==> src/sv/ssm_pkg.sv <==
// ----------------------------------------------------------------------------
// Sprite slot multiplexer package
// Shared codes, constants and transaction types of the multiplexer.
// ----------------------------------------------------------------------------
`timescale 1ns / 1ps
`default_nettype none

package ssm_pkg;

  // Input item modes.
  localparam logic [1:0] MODE_LOAD   = 2'd0;
  localparam logic [1:0] MODE_PLACE  = 2'd1;
  localparam logic [1:0] MODE_FINISH = 2'd2;

  // Configuration register indexes.
  localparam logic [1:0] REG_ACTIVE_CHANNELS = 2'd0;
  localparam logic [1:0] REG_OBJECT_HEIGHT   = 2'd1;

  localparam logic [3:0] RESET_ACTIVE_CHANNELS = 4'd8;
  localparam logic [7:0] RESET_OBJECT_HEIGHT   = 8'd16;

  // Display list arithmetic.
  localparam logic [15:0] Y_MASK       = 16'hFF00;
  localparam logic [15:0] LINE_GAP     = 16'h0200;
  localparam int          HEIGHT_SHIFT = 8;

  typedef struct packed {
    logic [3:0] active_channels;
    logic [7:0] object_height;
  } cfg_t;

  typedef struct packed {
    logic        finish;
    logic [15:0] pos;
  } cmd_t;

  typedef struct packed {
    logic [2:0]  channel;
    logic [15:0] word_offset;
    logic [15:0] word_value;
    logic        last;
  } result_t;

endpackage

`default_nettype wire

==> src/sv/ssm_queue.sv <==
// ----------------------------------------------------------------------------
// Sprite slot multiplexer queue
// Two-entry first-in first-out buffer used between the front and back ends
// and as the result buffer.
// ----------------------------------------------------------------------------
`timescale 1ns / 1ps
`default_nettype none

module ssm_queue #(
  parameter int WIDTH = 17
) (
  input  wire logic             clk,
  input  wire logic             rst,
  input  wire logic             wr_valid,
  input  wire logic [WIDTH-1:0] wr_data,
  output logic                  wr_ready,
  output logic                  rd_valid,
  output logic [WIDTH-1:0]      rd_data,
  input  wire logic             rd_take
);

  // Two slots, so each pointer is a single bit.
  logic [WIDTH-1:0] slots [2];
  logic             wr_ptr;
  logic             rd_ptr;
  logic [1:0]       count;
  logic             do_wr;
  logic             do_rd;

  assign wr_ready = (count != 2'd2);
  assign rd_valid = (count != 2'd0);
  assign rd_data  = slots[rd_ptr];
  assign do_wr    = wr_valid && wr_ready;
  assign do_rd    = rd_take && rd_valid;

  always_ff @(posedge clk) begin
    if (rst) begin
      wr_ptr <= 1'b0;
      rd_ptr <= 1'b0;
      count  <= 2'd0;
    end else begin
      if (do_wr) begin
        wr_ptr <= ~wr_ptr;
      end
      if (do_rd) begin
        rd_ptr <= ~rd_ptr;
      end
      if (do_wr && !do_rd) begin
        count <= count + 2'd1;
      end else if (do_rd && !do_wr) begin
        count <= count - 2'd1;
      end
    end
  end

  always_ff @(posedge clk) begin
    if (do_wr) begin
      slots[wr_ptr] <= wr_data;
    end
  end

endmodule

`default_nettype wire

==> src/sv/ssm_front.sv <==
// ----------------------------------------------------------------------------
// Sprite slot multiplexer front end
// Accepts input items, keeps the position table and turns place and finish
// items into commands for the back end.
// ----------------------------------------------------------------------------
`timescale 1ns / 1ps
`default_nettype none

module ssm_front import ssm_pkg::*; #(
  parameter int TABLE_ENTRIES = 256
) (
  input  wire logic        clk,
  input  wire logic        rst,
  input  wire logic        push,
  input  wire logic [1:0]  mode,
  input  wire logic [7:0]  table_index,
  input  wire logic [15:0] position_word,
  output logic             full,
  output logic             cmd_valid,
  output cmd_t             cmd,
  input  wire logic        cmd_ready
);

  localparam int AW = $clog2(TABLE_ENTRIES);

  logic [15:0]   table_mem [TABLE_ENTRIES];
  logic [15:0]   rd_data;
  logic [AW-1:0] addr;
  logic          in_range;
  logic          accept;
  logic          pend_valid;
  logic          pend_finish;
  logic          pend_zero;

  assign in_range = (32'(table_index) < TABLE_ENTRIES);
  assign addr     = AW'(table_index);
  assign full     = pend_valid && !cmd_ready;
  assign accept   = push && !full;

  always_ff @(posedge clk) begin
    if (accept && (mode == MODE_LOAD) && in_range) begin
      table_mem[addr] <= position_word;
    end
    if (accept && (mode == MODE_PLACE) && in_range) begin
      rd_data <= table_mem[addr];
    end
  end

  // The pending stage waits for the table read and for room in the queue.
  always_ff @(posedge clk) begin
    if (rst) begin
      pend_valid <= 1'b0;
    end else begin
      if (cmd_valid && cmd_ready) begin
        pend_valid <= 1'b0;
      end
      if (accept && ((mode == MODE_PLACE) || (mode == MODE_FINISH))) begin
        pend_valid <= 1'b1;
      end
    end
  end

  always_ff @(posedge clk) begin
    if (accept) begin
      pend_finish <= (mode == MODE_FINISH);
      pend_zero   <= !in_range;
    end
  end

  // An index past the table reads as zero, which always skips the object.
  assign cmd_valid  = pend_valid;
  assign cmd.finish = pend_finish;
  assign cmd.pos    = pend_zero ? 16'h0000 : rd_data;

endmodule

`default_nettype wire

==> src/sv/ssm_back.sv <==
// ----------------------------------------------------------------------------
// Sprite slot multiplexer back end
// Holds the per-channel free lines and list offsets, searches for the
// channel with the lowest free line and produces the display list writes.
// ----------------------------------------------------------------------------
`timescale 1ns / 1ps
`default_nettype none

module ssm_back import ssm_pkg::*; #(
  parameter int CHANNELS = 8
) (
  input  wire logic clk,
  input  wire logic rst,
  input  wire cfg_t cfg,
  input  wire logic cmd_valid,
  input  wire cmd_t cmd,
  output logic      cmd_take,
  output logic      res_valid,
  output result_t   res,
  input  wire logic res_ready
);

  localparam int CW = (CHANNELS > 1) ? $clog2(CHANNELS) : 1;
  localparam int NW = $clog2(CHANNELS + 1);

  localparam logic [2:0] ST_IDLE  = 3'd0;
  localparam logic [2:0] ST_SCAN  = 3'd1;
  localparam logic [2:0] ST_POS   = 3'd2;
  localparam logic [2:0] ST_END   = 3'd3;
  localparam logic [2:0] ST_FIN_A = 3'd4;
  localparam logic [2:0] ST_FIN_B = 3'd5;

  logic [2:0]    state;
  logic [NW-1:0] scan_idx;
  logic [CW-1:0] best;
  logic [15:0]   best_line;
  logic [15:0]   pos;
  logic [15:0]   free_line [CHANNELS];
  logic [15:0]   list_offset [CHANNELS];

  logic [NW-1:0] used_n;
  logic [CW-1:0] rd_idx;
  logic [15:0]   cur_line;
  logic [15:0]   cur_off;
  logic [15:0]   end_word;
  logic [15:0]   off_step;
  logic          fin_last;

  always_comb begin
    if (cfg.active_channels == 4'd0) begin
      used_n = NW'(1);
    end else if (32'(cfg.active_channels) > CHANNELS) begin
      used_n = NW'(CHANNELS);
    end else begin
      used_n = NW'(cfg.active_channels);
    end
  end

  // One read port on the channel state: the scan index while searching,
  // the chosen channel otherwise.
  assign rd_idx   = (state == ST_SCAN) ? scan_idx[CW-1:0] : best;
  assign cur_line = free_line[rd_idx];
  assign cur_off  = list_offset[rd_idx];
  assign end_word = (pos & Y_MASK) + ({8'h00, cfg.object_height} << HEIGHT_SHIFT);
  assign off_step = {7'b0, cfg.object_height, 1'b0} + 16'd2;
  assign fin_last = ((NW'(best) + NW'(1)) == used_n);
  assign cmd_take = (state == ST_IDLE) && cmd_valid;

  always_comb begin
    res_valid = 1'b0;
    res       = '0;
    unique case (state)
      ST_POS: begin
        res_valid       = 1'b1;
        res.channel     = 3'(best);
        res.word_offset = cur_off;
        res.word_value  = pos;
        res.last        = 1'b0;
      end
      ST_END: begin
        res_valid       = 1'b1;
        res.channel     = 3'(best);
        res.word_offset = cur_off + 16'd1;
        res.word_value  = end_word;
        res.last        = 1'b1;
      end
      ST_FIN_A: begin
        res_valid       = 1'b1;
        res.channel     = 3'(best);
        res.word_offset = cur_off;
        res.word_value  = 16'h0000;
        res.last        = 1'b0;
      end
      ST_FIN_B: begin
        res_valid       = 1'b1;
        res.channel     = 3'(best);
        res.word_offset = cur_off + 16'd1;
        res.word_value  = 16'h0000;
        res.last        = fin_last;
      end
      default: begin
        res_valid = 1'b0;
      end
    endcase
  end

  always_ff @(posedge clk) begin
    if (rst) begin
      state <= ST_IDLE;
      for (int i = 0; i < CHANNELS; i++) begin
        free_line[i]   <= 16'h0000;
        list_offset[i] <= 16'h0000;
      end
    end else begin
      unique case (state)
        ST_IDLE: begin
          if (cmd_valid) begin
            pos  <= cmd.pos;
            best <= '0;
            if (cmd.finish) begin
              state <= ST_FIN_A;
            end else begin
              best_line <= free_line[0];
              scan_idx  <= NW'(1);
              state     <= ST_SCAN;
            end
          end
        end
        ST_SCAN: begin
          if (scan_idx >= used_n) begin
            // The object fits only strictly below the chosen free line.
            state <= (best_line < pos) ? ST_POS : ST_IDLE;
          end else begin
            if (best_line > cur_line) begin
              best_line <= cur_line;
              best      <= scan_idx[CW-1:0];
            end
            scan_idx <= scan_idx + NW'(1);
          end
        end
        ST_POS: begin
          if (res_ready) begin
            state <= ST_END;
          end
        end
        ST_END: begin
          if (res_ready) begin
            free_line[best]   <= end_word + LINE_GAP;
            list_offset[best] <= cur_off + off_step;
            state             <= ST_IDLE;
          end
        end
        ST_FIN_A: begin
          if (res_ready) begin
            state <= ST_FIN_B;
          end
        end
        ST_FIN_B: begin
          if (res_ready) begin
            if (fin_last) begin
              for (int i = 0; i < CHANNELS; i++) begin
                free_line[i]   <= 16'h0000;
                list_offset[i] <= 16'h0000;
              end
              state <= ST_IDLE;
            end else begin
              best  <= best + CW'(1);
              state <= ST_FIN_A;
            end
          end
        end
        default: begin
          state <= ST_IDLE;
        end
      endcase
    end
  end

endmodule

`default_nettype wire

==> src/sv/sprite_slot_multiplexer_unit.sv <==
// ----------------------------------------------------------------------------
// Sprite slot multiplexer
// Assigns objects to hardware sprite channels and emits display list writes.
//
//   channel   handshake          payload
//   input     push / full        mode, table_index, position_word
//   result    pop / empty        channel, word_offset, word_value, last
//   config    cfg_valid / ready  cfg_index, cfg_data
//
// Loads finish in the front end; place and finish items go through a two-entry
// command queue to a back end that runs one command at a time. With n active
// channels a place runs dequeue, n - 1 compares, decide and two writes there;
// a skipped object ends at decide, and a finish dequeues and writes 2n words.
// Reset clears the channel state at once; table entries are undefined until loaded.
// A full result buffer stalls the back end, and a full command queue the input.
// ----------------------------------------------------------------------------
`timescale 1ns / 1ps
`default_nettype none

module sprite_slot_multiplexer_unit import ssm_pkg::*; #(
  parameter int CHANNELS      = 8,
  parameter int TABLE_ENTRIES = 256
) (
  input  wire logic        clk,
  input  wire logic        rst,
  input  wire logic        push,
  output logic             full,
  input  wire logic [1:0]  mode,
  input  wire logic [7:0]  table_index,
  input  wire logic [15:0] position_word,
  output logic             empty,
  input  wire logic        pop,
  output logic [2:0]       channel,
  output logic [15:0]      word_offset,
  output logic [15:0]      word_value,
  output logic             last,
  input  wire logic        cfg_valid,
  output logic             cfg_ready,
  input  wire logic [1:0]  cfg_index,
  input  wire logic [7:0]  cfg_data
);

  cfg_t    cfg;
  logic    fe_valid;
  cmd_t    fe_cmd;
  logic    fe_ready;
  logic    cq_valid;
  cmd_t    cq_cmd;
  logic    cq_take;
  logic    res_valid;
  result_t res;
  logic    res_ready;
  logic    out_valid;
  result_t out_item;

  assign cfg_ready = 1'b1;

  always_ff @(posedge clk) begin
    if (rst) begin
      cfg.active_channels <= RESET_ACTIVE_CHANNELS;
      cfg.object_height   <= RESET_OBJECT_HEIGHT;
    end else if (cfg_valid) begin
      case (cfg_index)
        REG_ACTIVE_CHANNELS: cfg.active_channels <= cfg_data[3:0];
        REG_OBJECT_HEIGHT:   cfg.object_height   <= cfg_data;
        default: begin
        end
      endcase
    end
  end

  ssm_front #(
    .TABLE_ENTRIES(TABLE_ENTRIES)
  ) u_front (
    .clk          (clk),
    .rst          (rst),
    .push         (push),
    .mode         (mode),
    .table_index  (table_index),
    .position_word(position_word),
    .full         (full),
    .cmd_valid    (fe_valid),
    .cmd          (fe_cmd),
    .cmd_ready    (fe_ready)
  );

  ssm_queue #(
    .WIDTH($bits(cmd_t))
  ) u_cmd_queue (
    .clk     (clk),
    .rst     (rst),
    .wr_valid(fe_valid),
    .wr_data (fe_cmd),
    .wr_ready(fe_ready),
    .rd_valid(cq_valid),
    .rd_data (cq_cmd),
    .rd_take (cq_take)
  );

  ssm_back #(
    .CHANNELS(CHANNELS)
  ) u_back (
    .clk      (clk),
    .rst      (rst),
    .cfg      (cfg),
    .cmd_valid(cq_valid),
    .cmd      (cq_cmd),
    .cmd_take (cq_take),
    .res_valid(res_valid),
    .res      (res),
    .res_ready(res_ready)
  );

  ssm_queue #(
    .WIDTH($bits(result_t))
  ) u_out_queue (
    .clk     (clk),
    .rst     (rst),
    .wr_valid(res_valid),
    .wr_data (res),
    .wr_ready(res_ready),
    .rd_valid(out_valid),
    .rd_data (out_item),
    .rd_take (pop)
  );

  assign empty       = !out_valid;
  assign channel     = out_item.channel;
  assign word_offset = out_item.word_offset;
  assign word_value  = out_item.word_value;
  assign last        = out_item.last;

endmodule

`default_nettype wire

==> config.mk <==
export PLATFORM = sky130hd
export DESIGN_NAME = sprite_slot_multiplexer_unit
export DESIGN_NICKNAME = d
export VERILOG_FILES = /design/src/sv/ssm_pkg.sv /design/src/sv/ssm_queue.sv /design/src/sv/ssm_front.sv /design/src/sv/ssm_back.sv /design/src/sv/sprite_slot_multiplexer_unit.sv
export SDC_FILE = /design/constraint.sdc
export NUM_CORES = 2
export LEC_CHECK = 0
export ABC_CLOCK_PERIOD_IN_PS = 7800
export BUFFER_PORTS_ARGS = -buffer_cell sky130_fd_sc_hd__buf_2
export CAP_MARGIN = 20
export CORE_MARGIN = 5
export CORE_UTILIZATION = 40
export DETAILED_ROUTE_END_ITERATION = 8
export PLACE_DENSITY = 0.63
export SETUP_SLACK_MARGIN = 0.15
export SYNTH_ARGS = -nofsm -noshare
export SYNTH_HDL_FRONTEND = slang
export SYNTH_MEMORY_MAX_BITS = 65536
export SYNTH_SLANG_ARGS = --single-unit
==> constraint.sdc <==
create_clock -name clk -period 7.8 [get_ports clk]
set_input_delay 0.39 -clock clk [delete_from_list [all_inputs] [get_ports clk]]
set_output_delay 0.39 -clock clk [all_outputs]
set_load 0.05 [all_outputs]
==> metrics.md <==
| Metric | Value |
|---|---|
| Post-place instance area | `184000 sq um` |
| WL/cell | `31.26 um` |
| Total negative setup slack | `0 ns` |
| Source-to-sink clock delay at the later pin of the worst-skew pair | `0.96 ns` |
| Number of nets in the synthesized netlist | `7791` |
| Number of detailed-route iterations in the first pass | `6` |
| Routed WL | `447300 um` |
| Largest net degree at the start of global routing | `204` |
| Avg Synthesized Cell Area | `22.55 sq um` |
| Upper clock frequency limit | `0.1669 GHz` |
| Count of boundary I/O pins | `80` |
| Via count of the first global-routing pass | `84164` |
| Initial drt markers | `11205` |
| Buffers on Ports | `78` |
| Synth Instances | `7701` |
| Synthesis-to-finish area growth | `14.16%` |
| Result of the run | `finished clean` |
| Maximum clock insertion buffer count | `4` |
| Relative slew slack | `15.33%` |
| Worst IR Drop VDD | `0.1893 mV` |
| DIE WIDTH | `668.9 um` |
| Clock root cell | `sky130_fd_sc_hd__clkbuf_16` |
| Total CTS buffers | `424` |
| Share of final-layout standard cells stronger than drive strength 1 | `31.46%` |
| Full die area | `447400 sq um` |
| Fill cell total of the finished layout | `35380` |
| Placeable core area | `433600 sq um` |
| Kind of end point of the critical path | `flip-flop` |
| Flop and latch count out of synthesis | `4468` |
| Combined area of all synthesized cells | `173600 sq um` |
| Slew at the pin closest to its max-slew limit | `1.270 ns` |
| Initial antenna violation count | `21` |
| Path type of the worst min-delay path | `in -> reg` |
| Global routing usage summed across all routing layers | `19.74%` |
| Die boundary height | `668.9 um` |
| Yosys warning total | `0` |
| Cells on worst reg2reg path | `17` |
| Arrival time reported for the critical path endpoint | `6.66 ns` |
| Period Utilization, post-route | `76.81%` |
| Critical Path Start Type | `flip-flop` |
| Power density relative to cell area | `262.6 nW/um^2` |
| Clock slew at the register clock pins of the worst setup and hold paths | `0.06 ns` |
| Core utilization of the finished layout | `45.72%` |
| Post-detail-place hpwl | `262800 um` |
| Final estimated routing congestion in global placement | `0.8434` |
| CTS tree | `built` |
| Post-cts resize count | `0` |
| Leak | `61.57 nW` |
| Critical path start-end classification | `reg -> reg` |
| Sequential element share of the synthesized area | `77.12%` |
| Hold Fails Final Rpt | `0` |
| Grt ovf | `0` |
| Worst hold path cell count | `1` |
| Initial core utilization | `40.05%` |
| Setup repair after global routing missed its margin | `no` |
| Detailed-route vias per instance | `5.834` |
| Post-CTS setup-driven buffer insertion count | `0` |
| Clock period minus final worst setup slack | `5.991 ns` |
| Cell variety after synth | `82` |
| Number of DRC violations after detailed routing | `0` |
| Worst clock skew | `0.05280 ns` |
| Final instance count without filler cells | `14307` |
| Cell Count Post-Placement | `13462` |
| First-pass GRT wire length | `634500 um` |
| Number of enable flip-flop cells after synthesis | `4442` |
| Top_reg_cell synth | `sky130_fd_sc_hd__edfxtp_1` |
| Max-slew violations | `0` |
| Final design instance area without fill | `198200 sq um` |
| Hold Path Origin | `position_word[12]` |
| Final net count | `8291` |
| FP Rows | `242` |
| CTS H-tree lvls | `5` |
| Total clock sinks | `4468` |
| Total via count in the routed design | `83474` |
| Number of violations of the max-capacitance limit | `0` |
| Share of synthesized registers carrying an async set or reset | `0%` |
| Worst setup path startpoint | `u_back.state[2]` |
| Remaining antenna violation count | `0` |
| Final setup violation count | `0` |
| Required time reported for the critical path endpoint | `8.47 ns` |
| Startpoint of the most critical register-to-register path | `u_back.state[2]` |
| Worst-path fanout max | `49` |
==> power by group <==
part | total, mW | internal (mW) | switching [mW]
logic | 4.94 | 1.63 | 3.31
registers | 26.8 | 26.6 | 0.150
clock network | 20.3 | 11.6 | 8.73
total | 52.1 | 39.9 | 12.2
==> final timing paths <==
check | to | slack [ns]
worst min register to register | u_cmd_queue.slots[1][11] | 0.45
worst min-delay path | u_front.table_mem[30][12] | 0.06
worst max register to register | u_back.list_offset[7][13] | 1.81
worst max-delay path | u_back.list_offset[7][13] | 1.81
==> per-stage QoR <==
stage               power (mW)  setup slack, ns  hold slack (ns)
detailed placement       32.20            1.904           0.4530
CTS                      52.37            1.884         0.006580
finish                   52.05            1.809          0.05542
global route             53.76            1.272          0.05471
floorplan                30.43            3.225           0.4215
global placement         32.11            1.984           0.4300
==> timing repair <==
action | in CTS | in global routing
endpoints found under the setup margin | 0 | 0
hold endpoints to repair | 151 | 0
hold buffers | 27 | 0
==> sequential cells by signal, indices dropped and copies added (netlist names), 8 cells and up, named ones only <==
| register | cells |
|---|---|
| u_back.free_line | 64 |
| u_back.best_line | 8 |
| u_back.pos | 16 |
| u_out_queue.slots | 72 |
| u_back.list_offset | 128 |
| u_front.rd_data | 16 |
| cfg | 12 |
| u_cmd_queue.slots | 34 |
| u_front.table_mem | 4096 |
==> critical path, cell delays in order, from the launching register on <==
cell and delay [ns]:
sky130_fd_sc_hd__dfxtp_1 0.63, sky130_fd_sc_hd__or3b_1 0.27, sky130_fd_sc_hd__buf_4 0.33, sky130_fd_sc_hd__a21o_2 0.86, sky130_fd_sc_hd__nor2_1 0.32, sky130_fd_sc_hd__a32oi_1 0.27, sky130_fd_sc_hd__nand3_1 0.30, sky130_fd_sc_hd__inv_1 0.16
sky130_fd_sc_hd__ha_1 0.27, sky130_fd_sc_hd__nor2b_1 0.15, sky130_fd_sc_hd__o21ai_0 0.18, sky130_fd_sc_hd__a21boi_0 0.14, sky130_fd_sc_hd__o31ai_1 0.38, sky130_fd_sc_hd__a21oi_1 0.15, sky130_fd_sc_hd__o21bai_1 0.55, sky130_fd_sc_hd__nor2_1 0.11
sky130_fd_sc_hd__xor2_1 0.50, sky130_fd_sc_hd__nor2_1 0.10
==> synth_stat cells, types with 12 or more instances <==
library cell	n	area share [%]
sky130_fd_sc_hd__buf_1	51	0.11
sky130_fd_sc_hd__nor2b_1	12	0.043
sky130_fd_sc_hd__ha_1	47	0.34
sky130_fd_sc_hd__a21oi_1	37	0.11
sky130_fd_sc_hd__a32oi_1	21	0.11
sky130_fd_sc_hd__buf_2	132	0.38
sky130_fd_sc_hd__o21ai_0	30	0.086
sky130_fd_sc_hd__clkbuf_1	218	0.47
sky130_fd_sc_hd__nand3_1	75	0.22
sky130_fd_sc_hd__mux4_2	1301	17
sky130_fd_sc_hd__dfxtp_1	26	0.30
sky130_fd_sc_hd__a31oi_1	12	0.043
sky130_fd_sc_hd__a22oi_1	41	0.18
sky130_fd_sc_hd__nor2_1	548	1.2
sky130_fd_sc_hd__mux2i_1	54	0.31
sky130_fd_sc_hd__and3_1	21	0.076
sky130_fd_sc_hd__and2_1	15	0.054
sky130_fd_sc_hd__nand4_1	36	0.13
sky130_fd_sc_hd__a211oi_1	12	0.052
sky130_fd_sc_hd__xnor2_1	24	0.12
sky130_fd_sc_hd__mux2_2	61	0.40
sky130_fd_sc_hd__edfxtp_1	4442	77
sky130_fd_sc_hd__nor3_1	16	0.046
sky130_fd_sc_hd__nand2_1	246	0.53
sky130_fd_sc_hd__inv_1	47	0.10
sky130_fd_sc_hd__xor2_1	23	0.12
==> metal layers <==
metal | routed length [um] | vias up | global-route usage, %
li1 | - | 33477 | -
met1 | 175800 | 44889 | 27.62
met2 | 210700 | 4340 | 30.88
met3 | 45610 | 760 | 4.632
met4 | 15120 | 8 | 6.222
met5 | 55 | - | 0
==> placed cells by master, fill, tap and decap left out, types with 54 or more instances in the layout <==
cell,n
sky130_fd_sc_hd__buf_2,56
sky130_fd_sc_hd__buf_4,278
sky130_fd_sc_hd__buf_8,72
sky130_fd_sc_hd__clkbuf_1,88
sky130_fd_sc_hd__clkbuf_16,431
sky130_fd_sc_hd__clkinv_1,103
sky130_fd_sc_hd__clkinv_2,86
sky130_fd_sc_hd__edfxtp_1,4442
sky130_fd_sc_hd__mux2_2,61
sky130_fd_sc_hd__mux2i_1,54
sky130_fd_sc_hd__mux4_2,1301
sky130_fd_sc_hd__nand2_1,238
sky130_fd_sc_hd__nand3_1,73
sky130_fd_sc_hd__nor2_1,322
sky130_fd_sc_hd__nor2_2,227
==> logic make-up after synthesis <==
logic type | Yosys count | share of synthesized area [%]
flip-flops | 4468 | 77.12
XOR/XNOR | 49 | 0.2558
AND/OR/NAND/NOR | 1017 | 2.523
other | 1 | 0.002160
multiplexers | 1418 | 17.60
adder cells (fa/ha/maj) | 49 | 0.3617
buffers and inverters | 468 | 1.172
AO/OA/AOI/OAI | 231 | 0.9684
==> cell type report <==
cell class | instances | area [sq um] | area share (%)
clock buffer | 523 | 11170 | 5.635
clock inverter | 260 | 2460 | 1.241
timing repair buffer | 494 | 4917 | 2.480
inverter | 48 | 180.2 | 0.09089
multi-input combinational | 2765 | 38390 | 19.36
tap | 5734 | 7174 | 3.619
antenna | 15 | 37.54 | 0.01894
sequential | 4468 | 133900 | 67.55
Power figures use the tool's default switching activity.
